## src/rtl/lnbdr_ram.sv

```systemverilog
module lnbdr_ram #(
    parameter int WIDTH = 32,
    parameter int DEPTH = 8
) (
    input  logic                                      i_clk,
    input  logic                                      i_we,
    input  logic [((DEPTH > 1) ? $clog2(DEPTH) : 1)-1:0] i_waddr,
    input  logic [WIDTH-1:0]                          i_wdata,
    input  logic [((DEPTH > 1) ? $clog2(DEPTH) : 1)-1:0] i_raddr,
    output logic [WIDTH-1:0]                          o_rdata
);

    logic [WIDTH-1:0] r_mem [DEPTH];

    // one write port, registered read port
    always_ff @(posedge i_clk) begin
        if (i_we) begin
            r_mem[i_waddr] <= i_wdata;
        end
        o_rdata <= r_mem[i_raddr];
    end

endmodule

```

## config.mk

```make
export PLATFORM = sky130hd
export DESIGN_NAME = lnbdr_ram
export DESIGN_NICKNAME = d
export VERILOG_FILES = /design/src/rtl/lnbdr_ram.sv
export SDC_FILE = /design/constraint.sdc
export NUM_CORES = 1
export LEC_CHECK = 0
export ABC_AREA = 1
export BUFFER_PORTS_ARGS = -buffer_cell sky130_fd_sc_hd__buf_4
export CORE_ASPECT_RATIO = 0.5
export CORE_UTILIZATION = 55
export CTS_CLUSTER_DIAMETER = 30
export DETAILED_ROUTE_END_ITERATION = 10
export PLACE_DENSITY = 0.77
export SYNTH_ARGS = -nofsm -noshare
export SYNTH_HDL_FRONTEND = slang
export SYNTH_SLANG_ARGS = --single-unit
```

## constraint.sdc

```tcl
create_clock -name i_clk -period 2.3 [get_ports i_clk]
set_input_delay 0.46 -clock i_clk [delete_from_list [all_inputs] [get_ports i_clk]]
set_output_delay 0.46 -clock i_clk [all_outputs]
set_load 0.05 [all_outputs]
```

==> impl_metrics.py <==
metrics = {
    "cells_and_area": {
        "area_delta_synth_final_pct": 17.9,
        "layout-drive-gt1-share": 0.128,
        "diodes": 0,
        "nNetsFinal": 1277,
    },
    "clock_network": {
        "cts.hold.buffers_added": 0,
        "h_tree_levels": 2,
        "worst_setup_hold_path_clk_slew_ns": 0.06,
        "clock_tree_from_tritoncts": "done",
        "cts.sink_count": 288,
        "count_of_buffers_added_by_post_cts_timing_repair_for_setup": 0,
        "cts.repair.resized": 0,
        "clock_latency_ns": 0.50,
        "cts_root_buf": "sky130_fd_sc_hd__clkbuf_16",
        "cts_inserted_buffers": 37,
        "deepest_clock_path_buffer_count": 3,
    },
    "timing": {
        "max_clock_freq_mhz": 645,
        "timing_worst_slew_pin_value_ns": 0.563,
        "timing.final.crit_period_ns": 1.55,
        "relative_max_transition_margin": 0.625,
        "timing.final.setup_violations": 0,
        "rsz0062_at_grt": "no",
        "finClkSkew_ns": 0.00945,
        "final_min_period_over_clock_period": 0.674,
        "timing.hold.ws_ns": 0.191,
        "final_hold_viol_count": 0,
        "report.final.slew_viol_count": 0,
        "fin_ws_ns": 0.749,
    },
    "power_and_ir_drop": {
        "cellPowerDensity_nw_per_um2": 894,
        "worst_case_vdd_ir_drop_uv": 421,
        "static-leakage-power_nw": 6.44,
    },
    "job": {
        "max_cap_viol_count": 0,
    },
    "die": {
        "floorplan.core_area_sq_um": 20800,
        "dieHeight_um": 106,
        "initial_core_util": 0.570,
        "die_area_sq_um": 22200,
        "placementRows": 37,
        "floorplan.die.width_um": 210,
        "ios": 72,
    },
    "grt": {
        "met3_usage": 0.0419,
        "grtUsageTotal": 0.238,
        "grt_start_max_net_pins": 103,
        "grt_antenna_before_repair": 0,
        "gr-usage-met2": 0.402,
        "gr-usage-met1": 0.307,
        "grt.busiest_layer": "met2",
        "gr-total-overflow": 0,
        "grt_pass1_wl_um": 40400,
        "grt_pass1_vias": 7873,
    },
    "detailed_routing": {
        "dr_total_vias": 7834,
        "totalWireLength_um": 25400,
        "drc": 0,
        "post_drt_wl_per_cell_um": 16.6,
        "antenna_left": 0,
        "detail_route.first_pass.iterations": 6,
        "detailedRoute.firstIterationViolations": 602,
        "routed_via_density": 5.11,
    },
    "synth": {
        "synth_warnings": 0,
        "synth_most_common_cell": "sky130_fd_sc_hd__nand2_1",
        "post_synth_main_area_contributors": "sky130_fd_sc_hd__edfxtp_1 (65%), sky130_fd_sc_hd__nand2_1 (13%), sky130_fd_sc_hd__inv_1 (8.2%)",
        "net_count_after_synthesis": 1196,
        "synth.yosys.seq_area_share": 0.701,
        "post-synth-top-area-cell": "sky130_fd_sc_hd__edfxtp_1",
        "synth_cells": 1156,
        "synth.lib_cells_used.distinct": 12,
        "synth_top_cells_by_count": "sky130_fd_sc_hd__nand2_1 (422), sky130_fd_sc_hd__inv_1 (260), sky130_fd_sc_hd__edfxtp_1 (256)",
        "synthesis.area_sq_um": 11900,
        "synth_seq_cells": 288,
        "avgSynthCellArea_sq_um": 10.3,
        "synthArstFlopShare": 0,
        "synth_top_flop_cell": "sky130_fd_sc_hd__edfxtp_1",
        "synth.top_cell.area_share": 0.647,
        "synth_edf_count": 256,
    },
    "worst_setup_path": {
        "worst_setup_path_end_kind": "output port",
        "timing_worst_setup_path_type": "register to output port",
        "critical_path.max_fanout": 1,
        "r2r_cells": 6,
        "max_stage_delay_ns": 0.38,
        "timing.critical_path.cells": "buf_4",
        "worstPathBufferInverterCount": 1,
        "critPathArrivalTime_ns": 1.09,
        "critical_path.top_delay_family": "flip-flops",
        "worst-path-stages": 1,
        "sort_of_element_at_the_start_of_the_critical_path": "register",
        "cpMaxStageDelayCell": "sky130_fd_sc_hd__dfxtp_1",
        "timing.critical_path.required_ns": 1.84,
    },
    "worst_hold_path": {
        "hp-class": "input port to register",
        "min_path_cells": 1,
    },
    "placement": {
        "dp_hpwl_um": 13300,
        "place_worst_setup_slack_ns": 0.518,
        "port_buffers": 71,
        "place_congestion": 0.769,
    },
    "outcome": {
        "status": "finished clean",
    },
}
[stage by stage]
stage	cell area (sq um)	setup TNS, ns	utilization	power (mW)	cells
after floorplan	11900	-13.17	-	6.69	1156
after global placement	12800	0	0.615	7.02	1471
after detailed placement	12800	0	0.615	7.05	1471
after CTS	14000	0	0.672	12.5	1534
after global routing	14000	0	0.672	12.9	1534
final	14000	0	0.672	12.5	1534
[state kept, by name, indices dropped and copies added (netlist names)]
register	count
o_rdata	32
r_mem	256
[layout by cell type (no fill, tap or decap), drive strengths merged]
master / n
nor2: 8
dfxtp: 32
clkinv: 15
nand3: 128
buf: 90
clkinvlp: 6
inv: 263
edfxtp: 256
clkbuf: 38
nand2: 422
bufinv: 3
[worst paths after layout]
check	start	endpoint	slack, ns
max reg2reg	r_mem[6][17]	o_rdata[17]	1.32
min	i_wdata[23]	r_mem[5][23]	0.19
min reg2reg	r_mem[5][19]	o_rdata[19]	0.62
max	o_rdata[10]	o_rdata[10]	0.75
[cell families after synthesis]
kind of cell	share of synthesized area
buffers and inverters	0.109
flip-flops	0.701
AND/OR/NAND/NOR	0.190
[per-layer routing]
layer  vias to the layer above  wire [um]
met5                         -          0
met4                         0        659
met3                        65       1980
met2                       350      12600
met1                      3670      10200
li1                       3749          -
[power by group]
part / total (mW) / internal (mW) / switching, mW
Sequential: 5.97 / 5.91 / 0.0618
Combinational: 0.992 / 0.293 / 0.699
Clock: 5.55 / 3.32 / 2.22
Total: 12.5 / 9.52 / 2.98
[final cells by class]
class,instances,area (sq um)
multi-input cells,558,2310
clock inverters,25,259
flip-flops and latches,288,8330
inverters,262,985
well taps,273,342
clock buffers,38,930
fillers,1435,6840
repair buffers,90,838
Power figures use the tool's default switching activity.
